File: src/design/seven_segment_mux_display_unit_assert.svh
// Assertion macros for the seven-segment display unit.
// Both macros sample on i_clk and stay quiet while i_rst_n is low.
`ifndef SEVEN_SEGMENT_MUX_DISPLAY_UNIT_ASSERT_SVH
`define SEVEN_SEGMENT_MUX_DISPLAY_UNIT_ASSERT_SVH

// Same-cycle implication.
`define SSMD_ASSERT_IMP(label, ante, cons) \
    label: assert property (@(posedge i_clk) disable iff (!i_rst_n) (ante) |-> (cons)) \
        else $error("ssmd assertion failed");

// Next-cycle implication.
`define SSMD_ASSERT_NXT(label, ante, cons) \
    label: assert property (@(posedge i_clk) disable iff (!i_rst_n) (ante) |=> (cons)) \
        else $error("ssmd assertion failed");

`endif

File: src/design/ssmd_pkg.sv
// Shared types and constants for the seven-segment display unit.
// Holds the op codes, register indexes, field widths and the segment lookup.
// No dependencies.
package ssmd_pkg;

    localparam int MAX_BOARDS_DEF = 4;
    localparam int DIGITS         = 8;
    localparam int ROW_W          = 3;
    localparam int SP_W           = 5;
    localparam int ADV_W          = 6;
    localparam int CFG_W          = 3;

    typedef enum logic [1:0] {
        OP_CLEAR   = 2'd0,
        OP_WRITE   = 2'd1,
        OP_REFRESH = 2'd2
    } t_op;

    localparam logic CFG_BOARD_CNT = 1'b0;
    localparam logic CFG_REVERSE   = 1'b1;

    localparam logic [7:0] CHAR_FIRST    = 8'h20;
    localparam logic [7:0] CHAR_LAST     = 8'h7E;
    localparam logic [7:0] CHAR_DOT      = 8'h2E;
    localparam logic [7:0] SEG_BLANK     = 8'hFF;
    localparam logic [7:0] SEG_NONE      = 8'h00;
    localparam logic [7:0] DP_CLEAR_MASK = 8'h7F;

    localparam logic [7:0] SEG_TABLE [95] = '{
        8'hFF, 8'hB0, 8'h22, 8'h00, 8'h00, 8'h49, 8'h00, 8'h02,
        8'h4E, 8'h78, 8'h40, 8'h00, 8'h10, 8'h01, 8'h80, 8'h00,
        8'hC0, 8'hF9, 8'hA4, 8'hB0, 8'h99, 8'h92, 8'h82, 8'hF8,
        8'h80, 8'h90, 8'h48, 8'h58, 8'h00, 8'h09, 8'h00, 8'h65,
        8'h6F, 8'h77, 8'h1F, 8'h4E, 8'h3D, 8'h4F, 8'h47, 8'h5E,
        8'h37, 8'h30, 8'h3C, 8'h00, 8'h0E, 8'h00, 8'h15, 8'h7E,
        8'h67, 8'hFE, 8'h05, 8'h5B, 8'h07, 8'h3E, 8'h3E, 8'h3F,
        8'h00, 8'h27, 8'h6D, 8'h4E, 8'h00, 8'h78, 8'h00, 8'h08,
        8'h20, 8'h77, 8'h1F, 8'h0D, 8'h3D, 8'h4F, 8'h47, 8'h5E,
        8'h17, 8'h10, 8'h3C, 8'h00, 8'h0E, 8'h00, 8'h15, 8'h1D,
        8'h67, 8'h00, 8'h05, 8'h5B, 8'h07, 8'h1C, 8'h1C, 8'h00,
        8'h00, 8'h27, 8'h00, 8'h31, 8'h06, 8'h07, 8'h63
    };

    // Printable ASCII goes through the table, anything else gives SEG_NONE.
    function automatic logic [7:0] seg_of(input logic [7:0] ch);
        logic [7:0] ofs;
        ofs = ch - CHAR_FIRST;
        if (ch >= CHAR_FIRST && ch <= CHAR_LAST) begin
            return SEG_TABLE[ofs[6:0]];
        end
        return SEG_NONE;
    endfunction

endpackage

File: src/design/seven_segment_mux_display_unit.sv
// Seven-segment display unit: one digit buffer memory with a scan sequencer.
// Uses ssmd_pkg and the assertion macros in seven_segment_mux_display_unit_assert.svh.
//
// The digit buffer (MAX_BOARDS*8 bytes) lives in one synchronous memory with a
// registered read; per-entry valid flops make an unwritten or cleared entry read
// as 0xFF, so reset and a clear word need not write the memory. A dot reads the
// previous digit and writes it back with the decimal point cleared, and no word
// is taken during the write-back. A refresh word gives (active boards)*8 result
// words, one per cycle from the memory read port while the output is not stalled,
// and the next word is taken once the sequencer is idle and the result stage is
// free. Results pass through one pipeline stage and an output register, so the
// unit keeps working while a finished word waits on a stalled output.
`include "seven_segment_mux_display_unit_assert.svh"

module seven_segment_mux_display_unit #(
    parameter int MAX_BOARDS = ssmd_pkg::MAX_BOARDS_DEF
) (
    input  logic                        i_clk,
    input  logic                        i_rst_n,

    input  logic                        i_cfg_wr_en,
    input  logic                        i_cfg_idx,
    input  logic [ssmd_pkg::CFG_W-1:0]  i_cfg_data,

    input  logic                        i_valid,
    output logic                        o_stall,
    input  logic [1:0]                  i_op,
    input  logic [7:0]                  i_char_code,
    input  logic [ssmd_pkg::SP_W-1:0]   i_start_pos,
    input  logic                        i_first_char,

    output logic                        o_valid,
    input  logic                        i_stall,
    output logic [7:0]                  o_segment_byte,
    output logic [7:0]                  o_digit_select,
    output logic                        o_latch,
    output logic                        o_last,
    output logic [ssmd_pkg::ADV_W-1:0]  o_chars_advanced,
    output logic                        o_unknown_char,
    output logic                        o_overflow
);

    localparam int BUF_LEN = MAX_BOARDS * ssmd_pkg::DIGITS;
    localparam int AW      = $clog2(BUF_LEN);
    localparam int CW      = (AW + 1 > ssmd_pkg::ADV_W) ? AW + 1 : ssmd_pkg::ADV_W;
    localparam int NBW     = $clog2(MAX_BOARDS + 1);
    localparam int BW      = (MAX_BOARDS > 1) ? $clog2(MAX_BOARDS) : 1;
    localparam int RW      = ssmd_pkg::ROW_W;

    typedef enum logic [2:0] {
        ST_IDLE = 3'b001,
        ST_SCAN = 3'b010,
        ST_DOT  = 3'b100
    } t_state;

    // configuration
    logic [ssmd_pkg::CFG_W-1:0]  r_board_cnt;
    logic                        r_rev;

    // string state
    logic [CW-1:0]               r_cursor;
    logic [ssmd_pkg::SP_W-1:0]   r_start;
    logic                        r_stopped;

    // sequencer
    t_state                      r_state, n_state;
    logic [RW-1:0]               r_row;
    logic [BW-1:0]               r_board;
    logic [AW-1:0]               r_dot_addr;

    // buffer memory
    logic [7:0]                  r_mem [BUF_LEN];
    logic [BUF_LEN-1:0]          r_vld;
    logic [7:0]                  r_rdata;
    logic                        r_rhit;

    // result stage
    logic                        r_sv;
    logic                        r_s_mem;
    logic [7:0]                  r_s_sel;
    logic                        r_s_latch;
    logic                        r_s_last;
    logic [ssmd_pkg::ADV_W-1:0]  r_s_adv;
    logic                        r_s_unk;
    logic                        r_s_ovf;

    // output register
    logic                        r_ov;
    logic [7:0]                  r_o_seg;
    logic [7:0]                  r_o_sel;
    logic                        r_o_latch;
    logic                        r_o_last;
    logic [ssmd_pkg::ADV_W-1:0]  r_o_adv;
    logic                        r_o_unk;
    logic                        r_o_ovf;

    logic [NBW-1:0]              nb;
    logic [BW-1:0]               nb_m1;
    logic [CW-1:0]               limit;

    logic                        out_free, s_move, s_free, acc;
    logic                        acc_wr, acc_clr, acc_ref;

    logic [CW-1:0]               cur0, cur_dec, wr_cur;
    logic [ssmd_pkg::SP_W-1:0]   start0;
    logic                        stop0, wr_stop, wr_we, dot_go, is_dot;
    logic [7:0]                  wr_seg;
    logic [CW-1:0]               wr_diff;

    logic                        scan_issue, scan_latch, scan_last;
    logic [BW-1:0]               scan_board;
    logic [AW-1:0]               scan_idx;
    logic [7:0]                  onehot, scan_sel;

    logic                        mem_we, mem_re;
    logic [AW-1:0]               mem_wa, mem_ra;
    logic [7:0]                  mem_wd;

    // active board count, clamped to 1..MAX_BOARDS
    always_comb begin
        if (r_board_cnt == '0) begin
            nb = NBW'(1);
        end else if (int'(r_board_cnt) > MAX_BOARDS) begin
            nb = NBW'(MAX_BOARDS);
        end else begin
            nb = NBW'(r_board_cnt);
        end
    end

    assign nb_m1 = BW'(nb - NBW'(1));
    assign limit = CW'({nb, 3'b000});

    // handshake
    assign out_free = !r_ov || !i_stall;
    assign s_move   = r_sv && out_free;
    assign s_free   = !r_sv || out_free;
    assign o_stall  = !((r_state == ST_IDLE) && s_free);
    assign acc      = i_valid && !o_stall;
    assign acc_clr  = acc && (i_op == ssmd_pkg::OP_CLEAR);
    assign acc_wr   = acc && (i_op == ssmd_pkg::OP_WRITE);
    assign acc_ref  = acc && (i_op == ssmd_pkg::OP_REFRESH);

    // character write decode
    always_comb begin
        cur0    = i_first_char ? CW'(i_start_pos) : r_cursor;
        start0  = i_first_char ? i_start_pos : r_start;
        stop0   = i_first_char ? 1'b0 : r_stopped;
        wr_seg  = ssmd_pkg::seg_of(i_char_code);
        is_dot  = (i_char_code == ssmd_pkg::CHAR_DOT);
        cur_dec = (cur0 != CW'(start0)) ? cur0 - CW'(1) : cur0;
        wr_cur  = cur0;
        wr_stop = stop0;
        wr_we   = 1'b0;
        dot_go  = 1'b0;
        if (!stop0) begin
            if (is_dot) begin
                // a dot past the active digits changes nothing but the cursor
                dot_go = (cur_dec < limit);
                wr_cur = cur_dec + CW'(1);
            end else if (cur0 >= limit) begin
                wr_stop = 1'b1;
            end else begin
                wr_we  = 1'b1;
                wr_cur = cur0 + CW'(1);
            end
        end
        wr_diff = wr_cur - CW'(start0);
    end

    // scan addressing: row-major, boards optionally reversed
    always_comb begin
        scan_issue = (r_state == ST_SCAN) && s_free;
        scan_latch = (r_board == nb_m1);
        scan_last  = scan_latch && (r_row == RW'(ssmd_pkg::DIGITS - 1));
        scan_board = r_rev ? BW'(nb_m1 - r_board) : r_board;
        scan_idx   = AW'({scan_board, r_row});
        onehot     = 8'(1) << r_row;
        scan_sel   = {onehot[3:0], onehot[7:4]};
    end

    // memory port control
    always_comb begin
        mem_we = (acc_wr && wr_we) || (r_state == ST_DOT);
        mem_wa = (r_state == ST_DOT) ? r_dot_addr : AW'(cur0);
        if (r_state == ST_DOT) begin
            mem_wd = r_rhit ? (r_rdata & ssmd_pkg::DP_CLEAR_MASK) : ssmd_pkg::DP_CLEAR_MASK;
        end else begin
            mem_wd = wr_seg;
        end
        mem_re = scan_issue || (acc_wr && dot_go);
        mem_ra = scan_issue ? scan_idx : AW'(cur_dec);
    end

    always_ff @(posedge i_clk) begin
        if (mem_we) begin
            r_mem[mem_wa] <= mem_wd;
        end
        if (mem_re) begin
            r_rdata <= r_mem[mem_ra];
            r_rhit  <= r_vld[mem_ra];
        end
    end

    always_ff @(posedge i_clk) begin
        if (!i_rst_n) begin
            r_vld <= '0;
        end else if (acc_clr) begin
            r_vld <= '0;
        end else if (mem_we) begin
            r_vld[mem_wa] <= 1'b1;
        end
    end

    // state machine
    always_comb begin
        n_state = r_state;
        case (r_state)
            ST_IDLE: begin
                if (acc_ref) begin
                    n_state = ST_SCAN;
                end else if (acc_wr && dot_go) begin
                    n_state = ST_DOT;
                end
            end
            ST_SCAN: begin
                if (scan_issue && scan_last) begin
                    n_state = ST_IDLE;
                end
            end
            ST_DOT: begin
                n_state = ST_IDLE;
            end
            default: begin
                n_state = ST_IDLE;
            end
        endcase
    end

    always_ff @(posedge i_clk) begin
        if (!i_rst_n) begin
            r_state     <= ST_IDLE;
            r_board_cnt <= ssmd_pkg::CFG_W'(1);
            r_rev       <= 1'b0;
            r_cursor    <= '0;
            r_start     <= '0;
            r_stopped   <= 1'b0;
            r_row       <= '0;
            r_board     <= '0;
        end else begin
            r_state <= n_state;
            if (i_cfg_wr_en) begin
                case (i_cfg_idx)
                    ssmd_pkg::CFG_BOARD_CNT: r_board_cnt <= i_cfg_data;
                    ssmd_pkg::CFG_REVERSE:   r_rev       <= i_cfg_data[0];
                    default: ;
                endcase
            end
            if (acc_wr) begin
                r_cursor  <= wr_cur;
                r_start   <= start0;
                r_stopped <= wr_stop;
            end
            if (acc_ref) begin
                r_row   <= '0;
                r_board <= '0;
            end else if (scan_issue) begin
                // advance board, then row at the end of each row
                if (scan_latch) begin
                    r_board <= '0;
                    r_row   <= r_row + RW'(1);
                end else begin
                    r_board <= r_board + BW'(1);
                end
            end
        end
    end

    always_ff @(posedge i_clk) begin
        if (acc_wr && dot_go) begin
            r_dot_addr <= AW'(cur_dec);
        end
    end

    // result stage
    always_ff @(posedge i_clk) begin
        if (!i_rst_n) begin
            r_sv <= 1'b0;
        end else if (scan_issue || acc_wr) begin
            r_sv <= 1'b1;
        end else if (s_move) begin
            r_sv <= 1'b0;
        end
    end

    always_ff @(posedge i_clk) begin
        if (scan_issue) begin
            r_s_mem   <= 1'b1;
            r_s_sel   <= scan_sel;
            r_s_latch <= scan_latch;
            r_s_last  <= scan_last;
            r_s_adv   <= '0;
            r_s_unk   <= 1'b0;
            r_s_ovf   <= 1'b0;
        end else if (acc_wr) begin
            r_s_mem   <= 1'b0;
            r_s_sel   <= 8'h00;
            r_s_latch <= 1'b0;
            r_s_last  <= 1'b1;
            r_s_adv   <= ssmd_pkg::ADV_W'(wr_diff);
            r_s_unk   <= (wr_seg == ssmd_pkg::SEG_NONE);
            r_s_ovf   <= wr_stop;
        end
    end

    // output register
    always_ff @(posedge i_clk) begin
        if (!i_rst_n) begin
            r_ov <= 1'b0;
        end else if (s_move) begin
            r_ov <= 1'b1;
        end else if (!i_stall) begin
            r_ov <= 1'b0;
        end
    end

    always_ff @(posedge i_clk) begin
        if (s_move) begin
            if (r_s_mem) begin
                r_o_seg <= r_rhit ? r_rdata : ssmd_pkg::SEG_BLANK;
            end else begin
                r_o_seg <= ssmd_pkg::SEG_NONE;
            end
            r_o_sel   <= r_s_sel;
            r_o_latch <= r_s_latch;
            r_o_last  <= r_s_last;
            r_o_adv   <= r_s_adv;
            r_o_unk   <= r_s_unk;
            r_o_ovf   <= r_s_ovf;
        end
    end

    assign o_valid          = r_ov;
    assign o_segment_byte   = r_o_seg;
    assign o_digit_select   = r_o_sel;
    assign o_latch          = r_o_latch;
    assign o_last           = r_o_last;
    assign o_chars_advanced = r_o_adv;
    assign o_unknown_char   = r_o_unk;
    assign o_overflow       = r_o_ovf;

    `SSMD_ASSERT_NXT(a_dot_writeback_one_cycle, r_state == ST_DOT, r_state == ST_IDLE)
    `SSMD_ASSERT_NXT(a_scan_ends_on_last, scan_issue && scan_last, r_state == ST_IDLE)
    `SSMD_ASSERT_NXT(a_write_gives_result, acc_wr, r_sv && r_s_last && !r_s_mem)
    `SSMD_ASSERT_IMP(a_board_in_range, r_state == ST_SCAN, r_board <= nb_m1)

endmodule

File: config.mk
export PLATFORM = sky130hd
export DESIGN_NAME = seven_segment_mux_display_unit
export DESIGN_NICKNAME = d
export VERILOG_FILES = /design/src/design/ssmd_pkg.sv /design/src/design/seven_segment_mux_display_unit.sv
export VERILOG_INCLUDE_DIRS = /design/src /design/src/design
export SDC_FILE = /design/constraint.sdc
export NUM_CORES = 1
export LEC_CHECK = 0
export CAP_MARGIN = 0
export CORE_MARGIN = 5
export CORE_UTILIZATION = 35
export DETAILED_ROUTE_END_ITERATION = 10
export DONT_BUFFER_PORTS = 1
export GPL_ROUTABILITY_DRIVEN = 0
export REMOVE_ABC_BUFFERS = 1
export SYNTH_ARGS = -nofsm -noshare
export SYNTH_HDL_FRONTEND = slang
export SYNTH_SLANG_ARGS = --single-unit
File: constraint.sdc
create_clock -name i_clk -period 10.9 [get_ports i_clk]
set_input_delay 3.27 -clock i_clk [delete_from_list [all_inputs] [get_ports i_clk]]
set_output_delay 3.27 -clock i_clk [all_outputs]
set_load 0.005 [all_outputs]
==> metrics <==
Power Density=178 nW/um2; Synth cell types=84; DRT iter0 DRCs=1520; initial antenna violation count=0; total congestion overflow=0; final count of pins violating max slew=0; CP cell instances=a31oi_2 -> nand2_1; CP Capture Type=primary output; Clk Tree Root Cell=clkbuf_16; stages on the worst setup path=2; largest net degree at the start of global routing=68; commonest cells after routing, fill and taps aside=306 x edfxtp_1, 201 x nand2_1, 100 x mux2i_1; Critical Path Fanout Max=8; final core occ=0.395; CP peak stage delay=0.36 ns; multiplexer area fraction after synthesis=0.0704; Die Y=232 um; Final HPWL DP=28900 um; n_diodes=0; asr flop ratio synth=0; Wirelength per Cell=20.9 um; endpoints failing setup=0; clk buf depth=3; Final period util=0.648; Fin. Hold Viols=0; row cnt=81; CTS tree=built; clock sink total=373; post-route minimum period=7.06 ns; Worst setup SP type=input pin; Synth Area in XOR/XNOR=0.0135; Post-CTS Hold Fix Bufs=0; Buf/Inv on CP=0; routed vias/inst=5.41; result of the run=finished, final reports clean; Final #Nets=1478; cell count after synthesis=1431; worst reg-to-reg path cell count=9; HP Class=register to register; number of I/O pins=53; ratio of cells with drive above 1 in the final layout=0.100; Die ar.=53700 um2; Resized Gates After CTS=0; Post-synth EDFFs=306; CP top delay family=compound AO/OA/AOI/OAI gates; Max Clk Rate=142 MHz; Syn Area/Cell=12.0 um2; initial core utilization=0.353; measured slew at the worst slew-check pin=1.05 ns; simple logic cell fraction of the synthesized area=0.140; Synth Area in Adders=0.0230; Port Buffer Count=0; Setup CP Type=input pin to primary output; vias in the first global route=11200; TNS Setup=0 ns; YS warnings=0; CP Data Arrival Time=3.79 ns; Post-CTS Setup Bufs=0; skew final=0.0268 ns; main combinational cell family by area after synthesis=simple AND/OR/NAND/NOR gates; Worst EP required=7.63 ns; number of CTS-inserted buffers=40; area delta synth->final=12.0%; First-pass DRT Iterations=5; drt total wl=44400 um; clk_lat worst skew=0.58 ns; VDD IR-drop max=0.000105 V; H-tree depth=2; Slowest-stage cell, CP=a31oi_2; Final Total Pwr=0.00344 W; clk slew on worst S/H paths=0.06 ns; hold path cells=0; ys flop type=edfxtp_1; RSZ-0062 raised after global routing=false; Synth Area in Compound Gates=0.116; Max Cap Violations=0; Worst slew margin=0.295; first-pass GRT wire length=67800 um; LEAKAGE=6.65 nW; residual DRC count=0; DR vias=11500; Chip Width=232 um; core area=48800 um2; DRT antenna net count=0; mapped cell area=17200 um2; All-Layer GR Usage=0.162; commonest non-fill, non-tap cell in the layout=edfxtp_1; flops & latches, synth=373; sequential area share after synthesis=0.611
==> synthesized netlist by cell type, types with 15 or more instances <==
cell type,number,share of area
edfxtp_1,306,0.53
nand2_1,201,0.044
mux2i_1,100,0.058
nor2_1,98,0.021
nand3_1,77,0.022
dfxtp_1,67,0.078
a21oi_1,47,0.014
o21ai_0,38,0.011
clkbuf_1,36,0.0078
o21a_1,35,0.015
ha_1,30,0.022
nand4_1,30,0.011
buf_2,21,0.0061
inv_1,19,0.0041
nand2b_1,19,0.0069
nor2b_1,18,0.0065
a21boi_0,17,0.0074
a211oi_1,15,0.0065
==> registers in the layout, indices dropped and copies added (netlist names), 2 cells and up <==
register,flops
o_digit_select,8
r_s_sel,8
r_rdata,8
r_mem,256
r_board,2
r_board_cnt,3
r_start,5
o_chars_advanced,6
o_segment_byte,8
r_s_adv,6
r_state,3
r_row,3
r_dot_addr,5
r_cursor,6
r_vld,32
==> layout make-up <==
type,instances,area (um2)
multi-input combinational,959,6300
inverter,23,87.6
clock buffer,44,1050
tap,664,831
clock inverter,30,302
sequential,373,10500
fill,4663,29600
timing repair buffer,25,188
==> metrics by stage <==
step | cell area, um2 | setup slack (ns) | cells | hold slack (ns)
after floorplan | 16900 | 2.36 | 1355 | 0.400
after global placement | 17900 | 3.87 | 2044 | 0.408
after detailed placement | 17900 | 3.83 | 2044 | 0.409
after CTS | 19300 | 3.83 | 2118 | 0.423
after global routing | 19300 | 3.77 | 2118 | 0.431
final | 19300 | 3.84 | 2118 | 0.421
==> layer usage <==
metal,up-vias,routed length (um),global-route usage
met3,51,3400,0.0328
met1,5664,20000,0.232
li1,5333,-,-
met2,411,20300,0.254
met5,-,0,0
met4,0,673,0.0371
==> power breakdown <==
part           internal, W  switching, W  total, W
combinational     0.000154      0.000315  0.000469
clock             0.000778      0.000598   0.00138
sequential         0.00158     0.0000120   0.00159
total              0.00251      0.000925   0.00344
==> cells by family after synthesis <==
| family | Yosys count |
|---|---|
| simple gates | 512 |
| xor+xnor | 24 |
| buf+inv | 99 |
| compound gates | 279 |
| fa+ha+maj | 31 |
| flops | 373 |
| mux | 113 |
==> worst paths after layout <==
check,startpoint,end,slack [ns]
hold reg to reg,r_s_sel[6],o_digit_select[6],0.42
setup / recovery,i_stall,o_stall,3.84
hold / removal,r_s_sel[6],o_digit_select[6],0.42
setup reg to reg,r_state[2],r_rdata[4],6.80
Note: power is estimated with default switching activity, not from simulation.
